File: src/rtl/ip_address_text_parser_macros.svh
// Assertion macros for the IP address text parser.
// Included by the top level; no other dependencies.
`ifndef IP_ADDRESS_TEXT_PARSER_MACROS_SVH
`define IP_ADDRESS_TEXT_PARSER_MACROS_SVH
`ifndef ASSERT_OFF
`define IPAT_ASSERT_SAME(label, clk, rst, ante, cons, msg) \
   label: assert property (@(posedge clk) disable iff (rst) (ante) |-> (cons)) \
      else $error(msg);
`define IPAT_ASSERT_NEXT(label, clk, rst, ante, cons, msg) \
   label: assert property (@(posedge clk) disable iff (rst) (ante) |=> (cons)) \
      else $error(msg);
`else
`define IPAT_ASSERT_SAME(label, clk, rst, ante, cons, msg)
`define IPAT_ASSERT_NEXT(label, clk, rst, ante, cons, msg)
`endif
`endif

File: src/rtl/ipat_pkg.sv
// Shared types and constants of the IP address text parser.
// No dependencies; used by every module of the block.
`timescale 1ns / 1ps

package ipat_pkg;

   localparam int NUM_GROUPS = 8;

   // Position of the parser relative to colons in IPv6 text.
   localparam logic [1:0] PH_START       = 2'd0;
   localparam logic [1:0] PH_AFTER_COLON = 2'd1;
   localparam logic [1:0] PH_AFTER_GAP   = 2'd2;
   localparam logic [1:0] PH_IN_GROUP    = 2'd3;

   localparam logic [1:0] FAMILY_IPV4 = 2'd0;
   localparam logic [1:0] FAMILY_IPV6 = 2'd1;

   localparam logic [1:0] STATUS_OK          = 2'd0;
   localparam logic [1:0] STATUS_MALFORMED   = 2'd1;
   localparam logic [1:0] STATUS_UNSUPPORTED = 2'd2;

   localparam logic [7:0] CHAR_NUL     = 8'h00;
   localparam logic [7:0] CHAR_DOT     = 8'h2E;
   localparam logic [7:0] CHAR_COLON   = 8'h3A;
   localparam logic [7:0] CHAR_ZERO    = 8'h30;
   localparam logic [7:0] CHAR_NINE    = 8'h39;
   localparam logic [7:0] CHAR_LOWER_A = 8'h61;
   localparam logic [7:0] CHAR_LOWER_F = 8'h66;
   localparam logic [7:0] CHAR_UPPER_A = 8'h41;
   localparam logic [7:0] CHAR_UPPER_F = 8'h46;

   localparam logic [8:0]  DEC_LIMIT = 9'd255;
   localparam logic [8:0]  DEC_SAT   = 9'd256;
   localparam logic [16:0] HEX_LIMIT = 17'h0FFFF;

   // Bit positions in field_flags.
   localparam int FLAG_DIGIT  = 0;
   localparam int FLAG_LETTER = 1;
   localparam int FLAG_OVER   = 2;

   typedef logic [15:0] group_type;
   typedef group_type [0:NUM_GROUPS-1] group_row_type;

   typedef struct packed {
      logic [1:0]  active_family;
      logic [1:0]  colon_phase;
      logic        parse_error;
      logic [3:0]  group_count;
      logic        gap_seen;
      logic [2:0]  gap_position;
      logic [16:0] hex_value;
      logic [8:0]  decimal_value;
      logic [2:0]  field_flags;
      logic        dotted_mode;
      logic [1:0]  octet_count;
      logic [23:0] octet_store;
   } ctrl_type;

   localparam ctrl_type CTRL_IDLE = '0;

endpackage

File: src/rtl/ipat_parse_core.sv
// Per-character parse state of the IP address text parser.
// Holds the control state and the head and tail group rows; uses ipat_pkg.
`timescale 1ns / 1ps

module ipat_parse_core (
   input  logic                    clock,
   input  logic                    reset,
   input  logic                    step,
   input  logic [7:0]              character,
   input  logic [1:0]              family,
   output ipat_pkg::ctrl_type      ctrl,
   output ipat_pkg::group_row_type head,
   output ipat_pkg::group_row_type tail
);

   typedef struct packed {
      logic       valid;
      logic       decimal;
      logic [3:0] value;
   } digit_type;

   ipat_pkg::ctrl_type      ctrl_ff, ctrl_in;
   ipat_pkg::group_row_type head_ff, tail_ff;
   logic                    group_we;
   digit_type               dig;
   logic [1:0]              fam;

   function automatic digit_type decode_digit(input logic [7:0] ch);
      digit_type r;
      r = '0;
      if (ch >= ipat_pkg::CHAR_ZERO && ch <= ipat_pkg::CHAR_NINE) begin
         r.valid   = 1'b1;
         r.decimal = 1'b1;
         r.value   = 4'(ch - ipat_pkg::CHAR_ZERO);
      end else if (ch >= ipat_pkg::CHAR_LOWER_A && ch <= ipat_pkg::CHAR_LOWER_F) begin
         r.valid = 1'b1;
         r.value = 4'(ch - ipat_pkg::CHAR_LOWER_A + 8'd10);
      end else if (ch >= ipat_pkg::CHAR_UPPER_A && ch <= ipat_pkg::CHAR_UPPER_F) begin
         r.valid = 1'b1;
         r.value = 4'(ch - ipat_pkg::CHAR_UPPER_A + 8'd10);
      end
      return r;
   endfunction

   function automatic ipat_pkg::ctrl_type clear_field(input ipat_pkg::ctrl_type c_i);
      ipat_pkg::ctrl_type c;
      c = c_i;
      c.hex_value     = '0;
      c.decimal_value = '0;
      c.field_flags   = '0;
      return c;
   endfunction

   // A decimal field saturates at 256 and remembers that it went out of range.
   function automatic ipat_pkg::ctrl_type add_decimal(input ipat_pkg::ctrl_type c_i,
                                                     input logic [3:0] d);
      ipat_pkg::ctrl_type c;
      logic [11:0]        v;
      c = c_i;
      v = 12'(c.decimal_value) * 12'd10 + 12'(d);
      if (v > 12'(ipat_pkg::DEC_LIMIT)) begin
         v = 12'(ipat_pkg::DEC_SAT);
         c.field_flags[ipat_pkg::FLAG_OVER] = 1'b1;
      end
      c.decimal_value = v[8:0];
      c.field_flags[ipat_pkg::FLAG_DIGIT] = 1'b1;
      return c;
   endfunction

   function automatic ipat_pkg::ctrl_type add_hex(input ipat_pkg::ctrl_type c_i,
                                                 input digit_type d);
      ipat_pkg::ctrl_type c;
      logic [16:0]        h;
      c = c_i;
      h = {c.hex_value[12:0], d.value};
      c.hex_value = h;
      if (h > ipat_pkg::HEX_LIMIT) begin
         c.parse_error = 1'b1;
      end
      if (d.decimal) begin
         c = add_decimal(c, d.value);
      end else begin
         c.field_flags[ipat_pkg::FLAG_LETTER] = 1'b1;
         c.field_flags[ipat_pkg::FLAG_DIGIT]  = 1'b1;
      end
      return c;
   endfunction

   function automatic ipat_pkg::ctrl_type step_dotted(input ipat_pkg::ctrl_type c_i,
                                                     input logic [7:0] ch,
                                                     input digit_type d);
      ipat_pkg::ctrl_type c;
      c = c_i;
      if (d.decimal) begin
         c = add_decimal(c, d.value);
      end else if (ch == ipat_pkg::CHAR_DOT) begin
         if (!c.field_flags[ipat_pkg::FLAG_DIGIT] || c.field_flags[ipat_pkg::FLAG_OVER] ||
             c.octet_count == 2'd3) begin
            c.parse_error = 1'b1;
         end else begin
            c.octet_store = {c.octet_store[15:0], c.decimal_value[7:0]};
            c.octet_count = c.octet_count + 2'd1;
            c = clear_field(c);
         end
      end else begin
         c.parse_error = 1'b1;
      end
      return c;
   endfunction

   always_comb begin
      dig      = decode_digit(character);
      fam      = (ctrl_ff.colon_phase == ipat_pkg::PH_START) ? family : ctrl_ff.active_family;
      ctrl_in  = ctrl_ff;
      group_we = 1'b0;
      ctrl_in.active_family = fam;
      if (character == ipat_pkg::CHAR_NUL) begin
         ctrl_in = ipat_pkg::CTRL_IDLE;
      end else begin
         if (!ctrl_ff.parse_error) begin
            if (fam == ipat_pkg::FAMILY_IPV4 ||
                (fam == ipat_pkg::FAMILY_IPV6 && ctrl_ff.dotted_mode)) begin
               ctrl_in = step_dotted(ctrl_in, character, dig);
            end else if (fam == ipat_pkg::FAMILY_IPV6) begin
               if (ctrl_ff.colon_phase != ipat_pkg::PH_IN_GROUP) begin
                  if (character == ipat_pkg::CHAR_COLON) begin
                     if (ctrl_ff.colon_phase == ipat_pkg::PH_START) begin
                        ctrl_in.colon_phase = ipat_pkg::PH_AFTER_COLON;
                     end else if (ctrl_ff.colon_phase == ipat_pkg::PH_AFTER_COLON &&
                                  !ctrl_ff.gap_seen) begin
                        ctrl_in.gap_seen     = 1'b1;
                        ctrl_in.gap_position = ctrl_ff.group_count[2:0];
                        ctrl_in.colon_phase  = ipat_pkg::PH_AFTER_GAP;
                     end else begin
                        ctrl_in.parse_error = 1'b1;
                     end
                  end else if (dig.valid &&
                               !(ctrl_ff.colon_phase == ipat_pkg::PH_AFTER_COLON &&
                                 ctrl_ff.group_count == 4'd0)) begin
                     ctrl_in = clear_field(ctrl_in);
                     ctrl_in = add_hex(ctrl_in, dig);
                     ctrl_in.colon_phase = ipat_pkg::PH_IN_GROUP;
                  end else begin
                     ctrl_in.parse_error = 1'b1;
                  end
               end else if (dig.valid) begin
                  ctrl_in = add_hex(ctrl_in, dig);
               end else if (character == ipat_pkg::CHAR_COLON) begin
                  group_we = 1'b1;
                  ctrl_in.group_count = ctrl_ff.group_count + 4'd1;
                  if (ctrl_in.group_count >= 4'(ipat_pkg::NUM_GROUPS)) begin
                     ctrl_in.parse_error = 1'b1;
                  end else begin
                     ctrl_in.colon_phase = ipat_pkg::PH_AFTER_COLON;
                  end
               end else if (character == ipat_pkg::CHAR_DOT) begin
                  // An embedded IPv4 tail needs room for two groups.
                  if (ctrl_ff.field_flags[ipat_pkg::FLAG_OVER] ||
                      ctrl_ff.field_flags[ipat_pkg::FLAG_LETTER] ||
                      ctrl_ff.group_count > 4'd6) begin
                     ctrl_in.parse_error = 1'b1;
                  end else begin
                     ctrl_in.dotted_mode = 1'b1;
                     ctrl_in.octet_store = {16'd0, ctrl_ff.decimal_value[7:0]};
                     ctrl_in.octet_count = 2'd1;
                     ctrl_in = clear_field(ctrl_in);
                  end
               end else begin
                  ctrl_in.parse_error = 1'b1;
               end
            end
         end
         if (ctrl_in.colon_phase == ipat_pkg::PH_START) begin
            ctrl_in.colon_phase = ipat_pkg::PH_IN_GROUP;
         end
      end
   end

   always_ff @(posedge clock) begin
      if (reset) begin
         ctrl_ff <= ipat_pkg::CTRL_IDLE;
      end else if (step) begin
         ctrl_ff <= ctrl_in;
      end
   end

   // Groups before the gap land at their own slot; groups after it shift
   // through the tail row so that they end up right aligned.
   always_ff @(posedge clock) begin
      if (step && group_we) begin
         if (ctrl_ff.gap_seen) begin
            tail_ff <= {tail_ff[1:ipat_pkg::NUM_GROUPS-1], ctrl_ff.hex_value[15:0]};
         end else begin
            head_ff[ctrl_ff.group_count[2:0]] <= ctrl_ff.hex_value[15:0];
         end
      end
   end

   assign ctrl = ctrl_ff;
   assign head = head_ff;
   assign tail = tail_ff;

endmodule

File: src/rtl/ipat_assemble.sv
// End-of-string checks and address assembly of the IP address text parser.
// Combinational; takes the parse state from ipat_parse_core; uses ipat_pkg.
`timescale 1ns / 1ps

module ipat_assemble (
   input  ipat_pkg::ctrl_type      ctrl,
   input  ipat_pkg::group_row_type head,
   input  ipat_pkg::group_row_type tail,
   input  logic [1:0]              family,
   output logic [1:0]              status,
   output logic [63:0]             address_high,
   output logic [63:0]             address_low
);

   logic [1:0]              fam;
   logic                    v4_ok;
   logic [31:0]             v4_word;
   logic                    fin_ok;
   logic [1:0]              fin_n;
   logic [15:0]             fin_hi, fin_lo;
   logic [3:0]              count_f, tail_n;
   logic                    shape_ok;
   ipat_pkg::group_row_type tail_eff, groups;

   always_comb begin
      fam     = (ctrl.colon_phase == ipat_pkg::PH_START) ? family : ctrl.active_family;
      v4_ok   = ctrl.field_flags[ipat_pkg::FLAG_DIGIT] && !ctrl.field_flags[ipat_pkg::FLAG_OVER]
                && ctrl.octet_count == 2'd3;
      v4_word = {ctrl.octet_store, ctrl.decimal_value[7:0]};

      // The groups still open at the terminator: one hex group, a dotted tail, or none after a gap.
      fin_ok = 1'b0;
      fin_n  = 2'd0;
      if (ctrl.dotted_mode) begin
         fin_ok = v4_ok;
         fin_n  = 2'd2;
      end else if (ctrl.colon_phase == ipat_pkg::PH_IN_GROUP) begin
         fin_ok = 1'b1;
         fin_n  = 2'd1;
      end else if (ctrl.colon_phase == ipat_pkg::PH_AFTER_GAP) begin
         fin_ok = 1'b1;
      end
      fin_hi  = ctrl.dotted_mode ? v4_word[31:16] : ctrl.hex_value[15:0];
      fin_lo  = v4_word[15:0];
      count_f = ctrl.group_count + 4'(fin_n);
      shape_ok = ctrl.gap_seen ? (count_f <= 4'd7) : (count_f == 4'(ipat_pkg::NUM_GROUPS));
      tail_n  = count_f - {1'b0, ctrl.gap_position};

      unique case (fin_n)
         2'd1:    tail_eff = {tail[1:ipat_pkg::NUM_GROUPS-1], fin_hi};
         2'd2:    tail_eff = {tail[2:ipat_pkg::NUM_GROUPS-1], fin_hi, fin_lo};
         default: tail_eff = tail;
      endcase

      for (int k = 0; k < ipat_pkg::NUM_GROUPS; k++) begin
         if (ctrl.gap_seen) begin
            if (4'(k) < {1'b0, ctrl.gap_position}) begin
               groups[k] = head[k];
            end else if (4'(k) + tail_n >= 4'(ipat_pkg::NUM_GROUPS)) begin
               groups[k] = tail_eff[k];
            end else begin
               groups[k] = '0;
            end
         end else begin
            groups[k] = head[k];
         end
      end
      // Without a gap a valid string has its last group or two in fixed slots.
      if (!ctrl.gap_seen) begin
         if (ctrl.dotted_mode) begin
            groups[ipat_pkg::NUM_GROUPS-2] = fin_hi;
            groups[ipat_pkg::NUM_GROUPS-1] = fin_lo;
         end else if (fin_n == 2'd1) begin
            groups[ipat_pkg::NUM_GROUPS-1] = fin_hi;
         end
      end

      status       = ipat_pkg::STATUS_MALFORMED;
      address_high = '0;
      address_low  = '0;
      if (fam[1]) begin
         status = ipat_pkg::STATUS_UNSUPPORTED;
      end else if (!ctrl.parse_error) begin
         if (fam == ipat_pkg::FAMILY_IPV4) begin
            if (v4_ok) begin
               status      = ipat_pkg::STATUS_OK;
               address_low = {32'd0, v4_word};
            end
         end else if (fin_ok && shape_ok) begin
            status       = ipat_pkg::STATUS_OK;
            address_high = {groups[0], groups[1], groups[2], groups[3]};
            address_low  = {groups[4], groups[5], groups[6], groups[7]};
         end
      end
   end

endmodule

File: src/rtl/ip_address_text_parser.sv
// IP address text parser, top level: input stage, parse core, result register.
// Depends on ipat_pkg, ipat_parse_core, ipat_assemble and the macros header.
//
// Usage: send an address string one character per request transaction on
// req_character, with its family on req_family (0 IPv4, 1 IPv6, other values
// unsupported); the family is taken from the first character of each string.
// A zero character ends the string. Each terminator yields one response
// transaction with rsp_status (0 valid, 1 malformed, 2 unsupported family)
// and the 128-bit address on rsp_address_high and rsp_address_low; other
// characters yield nothing. Failed strings report an all-zero address.
// Throughput: one character per cycle while req_stall is low, since each
// character only updates a few small accumulators in one pass through the
// parse logic. A terminator accepted on the request side is loaded into the
// input register, and its response is then registered in the result
// register, from which the receiver takes it.
// Reset clears the parse state and both valid bits; any partial string is lost.
// When the receiver stalls a waiting response, req_stall is raised and the
// whole block holds until the response is taken.
`timescale 1ns / 1ps
`include "ip_address_text_parser_macros.svh"

module ip_address_text_parser (
   input  logic        clock,
   input  logic        reset,
   input  logic        req_valid,
   output logic        req_stall,
   input  logic [7:0]  req_character,
   input  logic [1:0]  req_family,
   output logic        rsp_valid,
   input  logic        rsp_stall,
   output logic [1:0]  rsp_status,
   output logic [63:0] rsp_address_high,
   output logic [63:0] rsp_address_low
);

   logic                    advance;
   logic                    in_valid_ff;
   logic [7:0]              in_char_ff;
   logic [1:0]              in_family_ff;
   logic                    step;
   logic                    term;
   ipat_pkg::ctrl_type      ctrl;
   ipat_pkg::group_row_type head, tail;
   logic [1:0]              status_in;
   logic [63:0]             high_in, low_in;
   logic                    rsp_valid_ff;
   logic [1:0]              rsp_status_ff;
   logic [63:0]             rsp_high_ff, rsp_low_ff;

   // Everything moves together unless a finished response is held back.
   assign advance   = !(rsp_valid_ff && rsp_stall);
   assign req_stall = !advance;
   assign step      = advance && in_valid_ff;
   assign term      = in_valid_ff && in_char_ff == ipat_pkg::CHAR_NUL;

   always_ff @(posedge clock) begin
      if (reset) begin
         in_valid_ff <= 1'b0;
      end else if (advance) begin
         in_valid_ff <= req_valid;
      end
   end

   always_ff @(posedge clock) begin
      if (advance) begin
         in_char_ff   <= req_character;
         in_family_ff <= req_family;
      end
   end

   ipat_parse_core u_core (
      .clock     (clock),
      .reset     (reset),
      .step      (step),
      .character (in_char_ff),
      .family    (in_family_ff),
      .ctrl      (ctrl),
      .head      (head),
      .tail      (tail)
   );

   ipat_assemble u_assemble (
      .ctrl         (ctrl),
      .head         (head),
      .tail         (tail),
      .family       (in_family_ff),
      .status       (status_in),
      .address_high (high_in),
      .address_low  (low_in)
   );

   always_ff @(posedge clock) begin
      if (reset) begin
         rsp_valid_ff <= 1'b0;
      end else if (advance) begin
         rsp_valid_ff <= term;
      end
   end

   always_ff @(posedge clock) begin
      if (advance && term) begin
         rsp_status_ff <= status_in;
         rsp_high_ff   <= high_in;
         rsp_low_ff    <= low_in;
      end
   end

   assign rsp_valid        = rsp_valid_ff;
   assign rsp_status       = rsp_status_ff;
   assign rsp_address_high = rsp_high_ff;
   assign rsp_address_low  = rsp_low_ff;

   `IPAT_ASSERT_NEXT(a_term_gives_rsp, clock, reset, step && term, rsp_valid_ff, "terminator lost")
   `IPAT_ASSERT_NEXT(a_term_clears, clock, reset, step && term, ctrl.colon_phase == ipat_pkg::PH_START && !ctrl.parse_error, "parse state not cleared")
   `IPAT_ASSERT_SAME(a_fail_zero, clock, reset, rsp_valid_ff && rsp_status_ff != ipat_pkg::STATUS_OK, rsp_high_ff == 64'd0 && rsp_low_ff == 64'd0, "failed response has address")

endmodule
File: config.mk
export PLATFORM = sky130hd
export DESIGN_NAME = ip_address_text_parser
export DESIGN_NICKNAME = d
export VERILOG_FILES = /design/src/rtl/ipat_pkg.sv /design/src/rtl/ipat_parse_core.sv /design/src/rtl/ipat_assemble.sv /design/src/rtl/ip_address_text_parser.sv
export VERILOG_INCLUDE_DIRS = /design/src /design/src/rtl
export SDC_FILE = /design/constraint.sdc
export NUM_CORES = 1
export LEC_CHECK = 0
export ABC_CLOCK_PERIOD_IN_PS = 14300
export BUFFER_PORTS_ARGS = -buffer_cell sky130_fd_sc_hd__buf_4
export CAP_MARGIN = 30
export CELL_PAD_IN_SITES_DETAIL_PLACEMENT = 1
export CELL_PAD_IN_SITES_GLOBAL_PLACEMENT = 1
export CORE_ASPECT_RATIO = 1.25
export CORE_MARGIN = 1.5
export CORE_UTILIZATION = 49
export CTS_CLUSTER_DIAMETER = 40
export DETAILED_ROUTE_END_ITERATION = 10
export MAX_ROUTING_LAYER = met4
export PLACE_DENSITY_LB_ADDON = 0.12
export SYNTH_ARGS = -nofsm -noshare
export SYNTH_HDL_FRONTEND = slang
export SYNTH_SLANG_ARGS = --single-unit
File: constraint.sdc
create_clock -name clock -period 14.3 [get_ports clock]
set_input_delay 1.43 -clock clock [delete_from_list [all_inputs] [get_ports clock]]
set_output_delay 1.43 -clock clock [all_outputs]
set_load 0.01 [all_outputs]
Word-level counts from Yosys, hierarchy flattened
Index checks and enable logic that the tools add are counted. W data, S select, Z words.

Add/sub/neg operators: 17. $mul: 1. Magnitude comparators: 29. Eq/ne operators: 35. Mux-type cells: 102. Bitwise logic cells: 3. Reduce and logical (&&, ||, !) cells: 50.

Operators with widths (count): $mux W16 (28); $mux W56 (7); $mux W67 (5); $pmux W128 S2 (1); $mux W69 (2); $bwmux W128 (1); $mux W64 (2); $mux W65 (1); $mux W32 (2); $demux W16 S3 (1); $ge A4 B4 Y1 const B (10); $reduce_and A11 Y1 (3); $mux W1 (29); $mux W4 (6); $mux W2 (11); $mux W10 (2); $mux W9 (2); $gt A17 B16 Y1 const B (1); $add A3 B4 Y4 const A (4); $eq A8 B6 Y1 const B (2); $ge A8 B7 Y1 const B (2); $le A8 B7 Y1 const B (2); $logic_and A1 B1 Y1 (16); $ne A2 B2 Y1 const B (8); other kinds (51) (89).

Register bits: 466. Input bits: 14. Output and inout port bits: 132. Word-level logic and storage cells: 274.

Logic depth before layout (Yosys ltp)
Gate-level depths: netlist of the first run.

Word-level depth: 18. Gate-level depth with buffers: 20.

By module
A second synthesis of the first run with hierarchy kept.

Cells, all modules: 1923. Area total of the unflattened synthesis: 22317.7 um2.

By module, submodules not included: ipat_parse_core (instances 1, cells each 803, area each 12358.1 um2, sequential area each 9068.7 um2); ipat_assemble (instances 1, cells each 966, area each 5626.6 um2, sequential area each 0.0 um2); ip_address_text_parser (instances 1, cells each 154, area each 4332.9 um2, sequential area each 4244.1 um2).

Worst setup path before layout of the first run
OpenSTA, ideal clock, no wires.

Path kind: input to register. From: input rsp_stall. To: register u_core.tail_ff, in the netlist u_core.tail[0], enable pin. Setup time: 772 ps. Data arrival time: 11094 ps. Data required time: 13528 ps. Slack: 2434 ps. Stages: 5. Buffers on the path: 0. Cells stage by stage: nand2_1 nand2_1 nor3_1 nand3_1 nor3_1.

Cells in the longest elaborated chain, start to end: 5.

RTL lines: start: declaration (line ip_address_text_parser.sv:30) `input logic rsp_stall,`; $logic_and A1 B1 Y1 (line ip_address_text_parser.sv:51) `assign advance = !(rsp_valid_ff && rsp_stall);`; $logic_not A1 Y1 (line ip_address_text_parser.sv:51); $logic_and A1 B1 Y1 (line ip_address_text_parser.sv:53) `assign step = advance && in_valid_ff;`; $logic_and A1 B1 Y1 (line ipat_parse_core.sv:190) `if (step && group_we) begin`; $reduce_and A2 Y1 (no line); end signal: assignment (line ipat_parse_core.sv:192) `tail_ff <= {tail_ff[1:ipat_pkg::NUM_GROUPS-1], ctrl_ff.hex_value[15:0]};`; end: declaration (line ipat_parse_core.sv:23) `ipat_pkg::group_row_type head_ff, tail_ff;`.

Every way passes these cells. A chain may end at the register's enable or synchronous reset.

Worst setup path in the final report of the first run
From: register u_core.ctrl_ff, in the netlist u_core.ctrl[65]. To: register rsp_low_ff[14] (netlist: rsp_address_low[14]) (data pin).

Cells in the longest elaborated chain, start to end: 14. Elaborated cells on any way between the ends: 29. Classes of those cells: add/sub (3); order compare (2); eq/ne (5); mux (15); reduce/logical (4).

RTL lines: start: declaration (line ipat_parse_core.sv:22) `ipat_pkg::ctrl_type ctrl_ff, ctrl_in;`; start signal: assignment (line ipat_parse_core.sv:181) `ctrl_ff <= ipat_pkg::CTRL_IDLE;`; start signal: assignment (line ipat_parse_core.sv:183) `ctrl_ff <= ctrl_in;`; $eq A2 B2 Y1 (line ipat_assemble.sv:37) `end else if (ctrl.colon_phase == ipat_pkg::PH_IN_GROUP) begin`; $mux W1 (line ipat_assemble.sv:37); $mux W2 (line ipat_assemble.sv:34) `if (ctrl.dotted_mode) begin`; $add A4 B2 Y4 (line ipat_assemble.sv:45) `count_f = ctrl.group_count + 4'(fin_n);`; $sub A4 B3 Y4 (line ipat_assemble.sv:47) `tail_n = count_f - {1'b0, ctrl.gap_position};`; $add A3 B4 Y4 (line ipat_assemble.sv:59) `end else if (4'(k) + tail_n >= 4'(ipat_pkg::NUM_GROUPS)) begin`; $ge A4 B4 Y1 (line ipat_assemble.sv:59); $mux W16 (line ipat_assemble.sv:59); $mux W16 (line ipat_assemble.sv:56) `if (ctrl.gap_seen) begin`; $mux W16 (line ipat_assemble.sv:73) `end else if (fin_n == 2'd1) begin`; $mux W16 (line ipat_assemble.sv:70) `if (ctrl.dotted_mode) begin`; $mux W32 (line ipat_assemble.sv:69) `if (!ctrl.gap_seen) begin`; $mux W64 (line ipat_assemble.sv:89) `end else if (fin_ok && shape_ok) begin`; $mux W64 (line ipat_assemble.sv:84) `if (fam == ipat_pkg::FAMILY_IPV4) begin`; end signal: assignment (line ip_address_text_parser.sv:104) `rsp_low_ff <= low_in;`; end: declaration (line ip_address_text_parser.sv:48) `logic [63:0] rsp_high_ff, rsp_low_ff;`.

Several ways; a longest one is shown, not always the timed one.

==> results.txt, run 1 <==
* Minimum period implied by the final worst setup slack: 5.33 ns
- CTS tree: yes
* HPWL Detailed: 42,800 microns
- Critical path startpoint category: flip-flop
* Final count of negative-setup-slack endpoints: 0
- Excluding fillers, the count of instances in the completed layout stands at 2,511.
- The number of hold buffers added after CTS was 0.
- Netlist cell types: 82
- Clock-pin slew was measured on the worst setup and hold paths at 0.06 ns.
- Post-CTS Resized: 0
* Total power per unit cell area: 117 nW/um^2
- Max_slew headroom: 0.284
- The tool flagged a number of max-cap violations equal to 0.
- Max frequency: 188 MHz
- Max H-tree Level: 2
* Post-route antenna net violation count: 0
- Critical path arrival: 5.76 ns
- Counting flops with a built-in enable in the synthesized netlist gives 396.
* Total Neg Setup Slack: 0 ns
- Master of the slowest instance on the critical path: sky130_fd_sc_hd__nor2_2
* Max IR drop VDD: 0.0905 mV
* Global-route wire length before repair: 98,600 microns
- The analysis attributes to cell leakage a power of 8.92 nW.
* Total core area: 42,400 sq um
* Count of inserted antenna diode cells: 0
* Number of synthesis warnings: 0
- Largest buffer count on any clock path: 3
- Family of cells with the greatest summed delay on the critical path: simple AND/OR/NAND/NOR gates
- Each instance of the synthesized netlist takes up on average 11.8 sq um.
- Global routing finished with a remaining overflow of 0.
- Syn nets: 1,846
* FP Rows: 84
- Of all flip-flops after synthesis, the portion carrying an async set or reset was 0.
* Aggregate global-route resource usage: 0.301
- Bufs and invs on worst path: 1
- Pin placement for this block handled 146 I/O pins.
- The first detailed-routing pass took 5 iterations.
- Worst-path cell chain: nand2_4 > nor2_1 > ha_1 > fa_1 > or4_1 > a21o_1 > a2111o_2 > buf_4 > nor2_2 > a32o_1
* Routed vias: 15,500
- Total CTS buffers: 51
* Number of antenna violations at the first check in global routing: 1
- # nets final: 1,962
* Number of global-route vias before repair: 15,900
- Actual slew at the worst max-slew pin: 1.07 ns
- Among all flip-flop cells after synthesis, the most frequent one is sky130_fd_sc_hd__edfxtp_1.
- The share of synthesized area in the top cell type comes to 0.562.
* Cell type contributing the most total cell area after synthesis: sky130_fd_sc_hd__edfxtp_1
- For this run, the slowest stage of the critical path takes 0.73 ns.
- Post-detailed-routing wire length: 65,100 microns
- The setup path with the least slack is of type flip-flop to flip-flop.
* Fraction of layout instances using a drive strength above 1: 0.152
- Routed wirelength normalized by instance count: 25.9 microns
* Number of placed instances, taps included: 2,415
- Input and output buffers added on the ports amount to 145.
- Across the routed clock network, the largest skew measured is 0.0144 ns.
* Horizontal extent of the die: 189 microns
* Setup repair after global routing missed its margin: false
- Pin count of the biggest net entering global routing: 100
- Buffers inserted during post-CTS setup optimization: 0
- Result of the run: finished, final reports clean
- Required time of the critical path: 14.74 ns
- After detailed routing, the number of vias per cell comes to 6.16.
- Sink count of the clock tree: 466
* Initial DRC Count: 1,302
- Fill cell count: 4,333
* Most repeated cell in the gate-level netlist after synthesis: sky130_fd_sc_hd__edfxtp_1
- The die covers 44,500 sq um.
- Type of the tightest min-delay check: flip-flop to flip-flop
- The final count of hold timing violations was 0.
- The mapped netlist covers 21,200 sq um.
* Fin. max-slew vios: 0
- The share of the Yosys chip area taken by registers is 0.628.
- Leading cell types by count after synthesis: 396 x sky130_fd_sc_hd__edfxtp_1, 224 x sky130_fd_sc_hd__nand2_1, 166 x sky130_fd_sc_hd__nor2_1
- The congestion estimate from routability-driven global placement came to 0.847.
* Synthesis-stage register bit count: 466
* Kind of end point of the critical path: flip-flop
* Die height: 235 microns
- Yosys attributes the largest share of cell area to sky130_fd_sc_hd__edfxtp_1 56%, sky130_fd_sc_hd__dfxtp_1 6.6%, sky130_fd_sc_hd__mux2i_1 4.2%.
- Worst-Skew Late Latency: 0.58 ns
* Cells after Synth: 1,796
* Ratio of final minimum period to clock period: 0.372
- Synth-to-layout area growth: 15.9%
- Worst-path maximum fanout: 83
- The tree is rooted in a sky130_fd_sc_hd__clkbuf_16.
* Initial cell density of the core: 0.500
- Number of remaining DRC errors: 0
-- worst register-to-register path: cells and delay by family, from the launching register on --
family                     cells  cell delay, ns
DFF                            1            0.62
buffers and inverters          1            0.49
adders and majority gates      2            0.72
AOI/OAI and AO/OA              3            1.10
and+or+nand+nor                4            2.26
-- report_power, final --
part           switching (mW)  leakage (nW)  internal (mW)  total, mW
Clock                   0.560         0.807          0.776       1.34
Combinational          0.0495          3.70         0.0207     0.0701
Sequential            0.00477          4.41           1.46       1.46
-- state kept, by name, summed over array words and instances, names as in the netlist, 2 cells and up --
| register | cells |
|---|---|
| u_core.ctrl | 68 |
| rsp_address_high | 64 |
| rsp_address_low | 64 |
| u_core.tail | 128 |
| u_core.head | 128 |
| in_char_ff | 8 |
| rsp_status | 2 |
| in_family_ff | 2 |
-- stage by stage --
step / hold WS (ns) / utilization / setup WS [ns] / instance area [sq um] / total power [mW]
final: 0.469 / 0.579 / 8.97 / 24500 / 2.87
after global routing: 0.491 / 0.579 / 8.74 / 24500 / 2.93
after CTS: 0.471 / 0.578 / 9.06 / 24500 / 2.87
after detailed placement: 0.458 / 0.538 / 9.12 / 22800 / 1.56
after global placement: 0.445 / 0.536 / 9.28 / 22700 / 1.56
after floorplan: 0.436 / - / 2.43 / 21200 / 1.53
-- metal layers --
metal / global-route usage / wire length (microns)
met3: 0.0483 / 3760
met2: 0.498 / 32300
met1: 0.363 / 25900
met5: - / 0
met4: 0.136 / 3240
-- cell type report --
class                           count  area [sq um]  share of cell area
Clock buffer                       60          1360              0.0555
Clock inverter                     33           335              0.0137
Inverter                           27           106             0.00433
Multi-Input combinational cell   1189          7340               0.299
Sequential cell                   466         13300               0.542
Tap cell                          559           699              0.0285
Timing Repair Buffer              177          1400              0.0569
-- cells by family after synthesis --
group | count (synthesis) | share of synthesized area
buffers and inverters | 141 | 0.0278
flip-flops | 466 | 0.628
adder cells (fa/ha/maj) | 36 | 0.0227
multiplexers | 93 | 0.0442
AND/OR/NAND/NOR | 544 | 0.115
AO/OA/AOI/OAI | 497 | 0.151
XOR/XNOR | 19 | 0.0111
-- worst paths after layout --
check / slack (ns) / start / cells past startpoint / endpoint
worst max-delay path: 8.97 / u_core.ctrl[65]$_SDFFE_PP0P_ / 10 / rsp_address_low[14]$_SDFFCE_PP0P_
worst min-delay path: 0.47 / u_core.ctrl[25]$_SDFFE_PP0P_ / 2 / u_core.ctrl[25]$_SDFFE_PP0P_
worst max register to register: 8.97 / u_core.ctrl[65]$_SDFFE_PP0P_ / 10 / rsp_address_low[14]$_SDFFCE_PP0P_
worst min register to register: 0.47 / u_core.ctrl[25]$_SDFFE_PP0P_ / 2 / u_core.ctrl[25]$_SDFFE_PP0P_
-- cells in the final DEF, fill, tap and decap left out, types with 20 or more instances in the layout --
| cell | synthesis | final |
|---|---|---|
| sky130_fd_sc_hd__nor3_1 | 23 | 20 |
| sky130_fd_sc_hd__nor2_1 | 166 | 162 |
| sky130_fd_sc_hd__o21ai_0 | 135 | 135 |
| sky130_fd_sc_hd__inv_1 | 26 | 25 |
| sky130_fd_sc_hd__mux2i_1 | 89 | 89 |
| sky130_fd_sc_hd__dfxtp_1 | 70 | 69 |
| sky130_fd_sc_hd__nand2_1 | 224 | 223 |
| sky130_fd_sc_hd__nand3_1 | 53 | 53 |
| sky130_fd_sc_hd__buf_4 | 4 | 171 |
| sky130_fd_sc_hd__edfxtp_1 | 396 | 396 |
| sky130_fd_sc_hd__a22oi_1 | 92 | 92 |
| sky130_fd_sc_hd__a21oi_1 | 134 | 133 |
| sky130_fd_sc_hd__a32o_1 | 26 | 26 |
| sky130_fd_sc_hd__clkbuf_16 | 0 | 53 |
| sky130_fd_sc_hd__ha_1 | 32 | 32 |
Note: power is estimated with default switching activity, not from simulation.
==> inputs of run 2 (changes only) <==
--- a/config.mk
+++ b/config.mk
@@ -6,7 +6,7 @@
 export SDC_FILE = /design/constraint.sdc
 export NUM_CORES = 1
 export LEC_CHECK = 0
-export ABC_CLOCK_PERIOD_IN_PS = 14300
+export ABC_CLOCK_PERIOD_IN_PS = 5000
 export BUFFER_PORTS_ARGS = -buffer_cell sky130_fd_sc_hd__buf_4
 export CAP_MARGIN = 30
 export CELL_PAD_IN_SITES_DETAIL_PLACEMENT = 1
==> constraint.sdc (replaced) <==
create_clock -name clock -period 5 [get_ports clock]
set_input_delay 0.5 -clock clock [delete_from_list [all_inputs] [get_ports clock]]
set_output_delay 0.5 -clock clock [all_outputs]
set_load 0.01 [all_outputs]
==> results.txt, run 2 (synthesis gave the netlist of run 1 again) <==
- Per-cell via count in the routed design: 6.25 (+1.5%)
- Critical path arrival: 4.71 ns (-1.05 ns)
- STA classifies the critical path startpoint as a flip-flop.
- The critical path is of the flip-flop to flip-flop type.
- The number of post-CTS setup repair buffers is 0 (unchanged).
- Port bufs: 145 (unchanged)
* Post-route standard cell area excluding fillers: 24,900 sq um (+1.5%)
- Post-route antenna net violation count: 0 (unchanged)
- Max frequency: 239 MHz (+27%)
- Post-detailed-routing wire length: 67,700 microns (+3.9%)
- The transition time of the tightest slew-check pin came to 1.05 ns (-0.0225 ns).
- The top fanout value on the critical path came to 11 (-87%).
* Initial cell density of the core: 0.500 (unchanged)
* Worst-Skew Late Latency: 0.63 ns (+0.05 ns)
* Largest buffer count on any clock path: 3 (unchanged)
- The remaining max-slew budget at the tightest pin came to 0.299 (+0.0150).
- The accumulated negative setup slack was 0 ns (unchanged).
* Reported max-cap violation count: 0 (unchanged)
- Final Hold Vio Count: 0 (unchanged)
- The post-detailed-placement cell area came to 22,900 sq um (+0.58%).
* Result of the run: finished, final reports clean
- Horizontal extent of the die: 189 microns (unchanged)
* Bufs and invs on worst path: 1 (unchanged)
* FP Rows: 84 (unchanged)
- The number of hold-repair buffers added at the cts stage is 0 (unchanged).
- Setup repair after global routing left no endpoint under its margin.
- The global placer's final weighted congestion came to 0.886 (+4.7%).
- The maximum number of pins on one net before global-route repair came to 140 (+40%).
- Drt pass-1 iters: 5 (unchanged)
* Ratio of final minimum period to clock period: 0.837 (+0.464)
- Total power per unit cell area: 348 nW/um^2 (+200%)
- The data required time of the worst path was 5.53 ns (-9.21 ns).
* Longest individual stage delay on the worst path: 0.71 ns (-0.02 ns)
- Die height: 235 microns (unchanged)
* CTS clock-pin slew for the worst setup and hold paths: 0.06 ns (about the same)
- The initial detailed-routing violation count is 1,378 (+5.8%).
- Die area: 44,500 sq um (unchanged)
* Synth-to-layout area growth: 17.7%
- Fraction of layout instances using a drive strength above 1: 0.162 (+0.0106)
* Routed wirelength normalized by instance count: 26.7 microns (+3.1%)
- The initial antenna violation count is 0 (-1).
- Aggregate global-route resource usage: 0.313 (+0.0120)
* Critical R2R Launch: in_char_ff[0]$_DFFE_PN_
- The post-cts sizing count was 0 (unchanged).
- Final count of negative-setup-slack endpoints: 0 (unchanged)
* Master of the slowest instance on the critical path: sky130_fd_sc_hd__o32ai_1
- Worst Min Path Start: req_character[6]
- The via count was 15,800 (+2.3%).
- The global-route wire length before repair was 102,000 microns (+3.4%).
* Minimum period implied by the final worst setup slack: 4.18 ns (-1.14 ns)
- Fill cell count: 4,321 (-0.28%)
- Clock Skews: 0.0354 ns (+0.0210 ns)
- The largest voltage drop on the vdd net was 0.260 mV (+190%).
* Number of remaining DRC errors: 0 (unchanged)
- The worst setup path is captured at a flip-flop.
- The number of nets in the finished design came to 1,973 (+0.56%).
- Type of the tightest min-delay check: input pin to flip-flop
- CTS tree: yes
- The static leakage was 9.04 nW (+1.3%).
- The total number of clock tree sinks came to 466 (unchanged).
- The via count of the first global-routing pass is 16,300 (+2.5%).
* Count of boundary I/O pins: 146 (unchanged)
- In this design, the critical path's most frequently occurring cell is sky130_fd_sc_hd__a21o_1.
* Root Driver: sky130_fd_sc_hd__clkbuf_16
* Top library cells by usage in the layout, fill and taps aside: 396 x sky130_fd_sc_hd__edfxtp_1, 222 x sky130_fd_sc_hd__nand2_1, 173 x sky130_fd_sc_hd__buf_4
- Most common cell after layout, fill and taps aside: sky130_fd_sc_hd__edfxtp_1
- The most critical setup path has its startpoint at in_char_ff[0]$_DFFE_PN_.
- Fin. max-slew vios: 0 (unchanged)
- Remaining global-route overflow: 0 (unchanged)
* HPWL Detailed: 43,400 microns (+1.6%)
- Worst-path cell chain: inv_2 > ha_1 > o21bai_1 > a21o_1 > o21ai_0 > a21o_1 > ha_1 > a21o_1 > a21oi_1 > nor4_1 > mux2i_1 > o32ai_1 > nand3_1 > o2bb2ai_1
- Total CTS buffers: 57 (+12%)
* Family of cells with the greatest summed delay on the critical path: compound AO/OA/AOI/OAI gates
- Count of inserted antenna diode cells: 0 (unchanged)
* Max H-tree Level: 2 (unchanged)
- The core box area came to 42,400 sq um (unchanged).
==> run 2: cell type report <==
type                    count  area [sq um]  area share
flip-flops and latches    466         13300       0.534
multi-input cells        1189          7380       0.296
clock buffers              71          1510      0.0606
repair buffers            182          1460      0.0588
well taps                 559           699      0.0281
clock inverters            37           458      0.0184
inverters                  27           106     0.00427
==> run 2: layer usage <==
metal / wire, microns / up-vias / share of wire / GRT usage
met4: 2980 / 0 / 0.044 / 0.131
li1: - / 7025 / - / -
met3: 3410 / 155 / 0.050 / 0.0420
met5: 0 / - / 0 / -
met2: 34700 / 579 / 0.51 / 0.529
met1: 26600 / 8058 / 0.39 / 0.377
==> run 2: where the power goes <==
| part | leakage [nW] | total [mW] | switching, mW | internal [mW] |
|---|---|---|---|---|
| Combinational | 3.74 | 0.210 | 0.147 | 0.0632 |
| Clock | 0.934 | 4.29 | 1.74 | 2.54 |
| Sequential | 4.36 | 4.18 | 0.0141 | 4.16 |
==> run 2: worst register-to-register path, stage by stage (launching register included) <==
cell,delay (ns)
sky130_fd_sc_hd__edfxtp_1,0.48
sky130_fd_sc_hd__inv_2,0.09
sky130_fd_sc_hd__ha_1,0.23
sky130_fd_sc_hd__o21bai_1,0.20
sky130_fd_sc_hd__a21o_1,0.37
sky130_fd_sc_hd__o21ai_0,0.15
sky130_fd_sc_hd__a21o_1,0.24
sky130_fd_sc_hd__ha_1,0.29
sky130_fd_sc_hd__a21o_1,0.12
sky130_fd_sc_hd__a21oi_1,0.11
sky130_fd_sc_hd__nor4_1,0.45
sky130_fd_sc_hd__mux2i_1,0.14
sky130_fd_sc_hd__o32ai_1,0.71
sky130_fd_sc_hd__nand3_1,0.29
sky130_fd_sc_hd__o2bb2ai_1,0.25
==> run 2: per-stage QoR <==
step	cells	power [mW]	util	setup slack, ns	hold WS, ns
after floorplan	1796	4.39	-	0.00508	0.436
after global placement	2416	4.46	0.539	0.797	0.444
after detailed placement	2421	4.47	0.541	0.580	0.466
after CTS	2529	8.72	0.587	0.573	0.0467
after global routing	2531	8.86	0.588	0.377	0.0486
final	2531	8.68	0.588	0.816	0.0750
==> run 2: path summary, 6_finish.rpt <==
| path | slack (ns) | end | cells past startpoint |
|---|---|---|---|
| setup / recovery | 0.82 | u_core.ctrl[35]$_SDFFE_PP0P_ | 14 |
| hold / removal | 0.08 | in_char_ff[6]$_DFFE_PN_ | 1 |
| setup reg to reg | 0.82 | u_core.ctrl[35]$_SDFFE_PP0P_ | 14 |
| hold reg to reg | 0.47 | u_core.ctrl[25]$_SDFFE_PP0P_ | 2 |
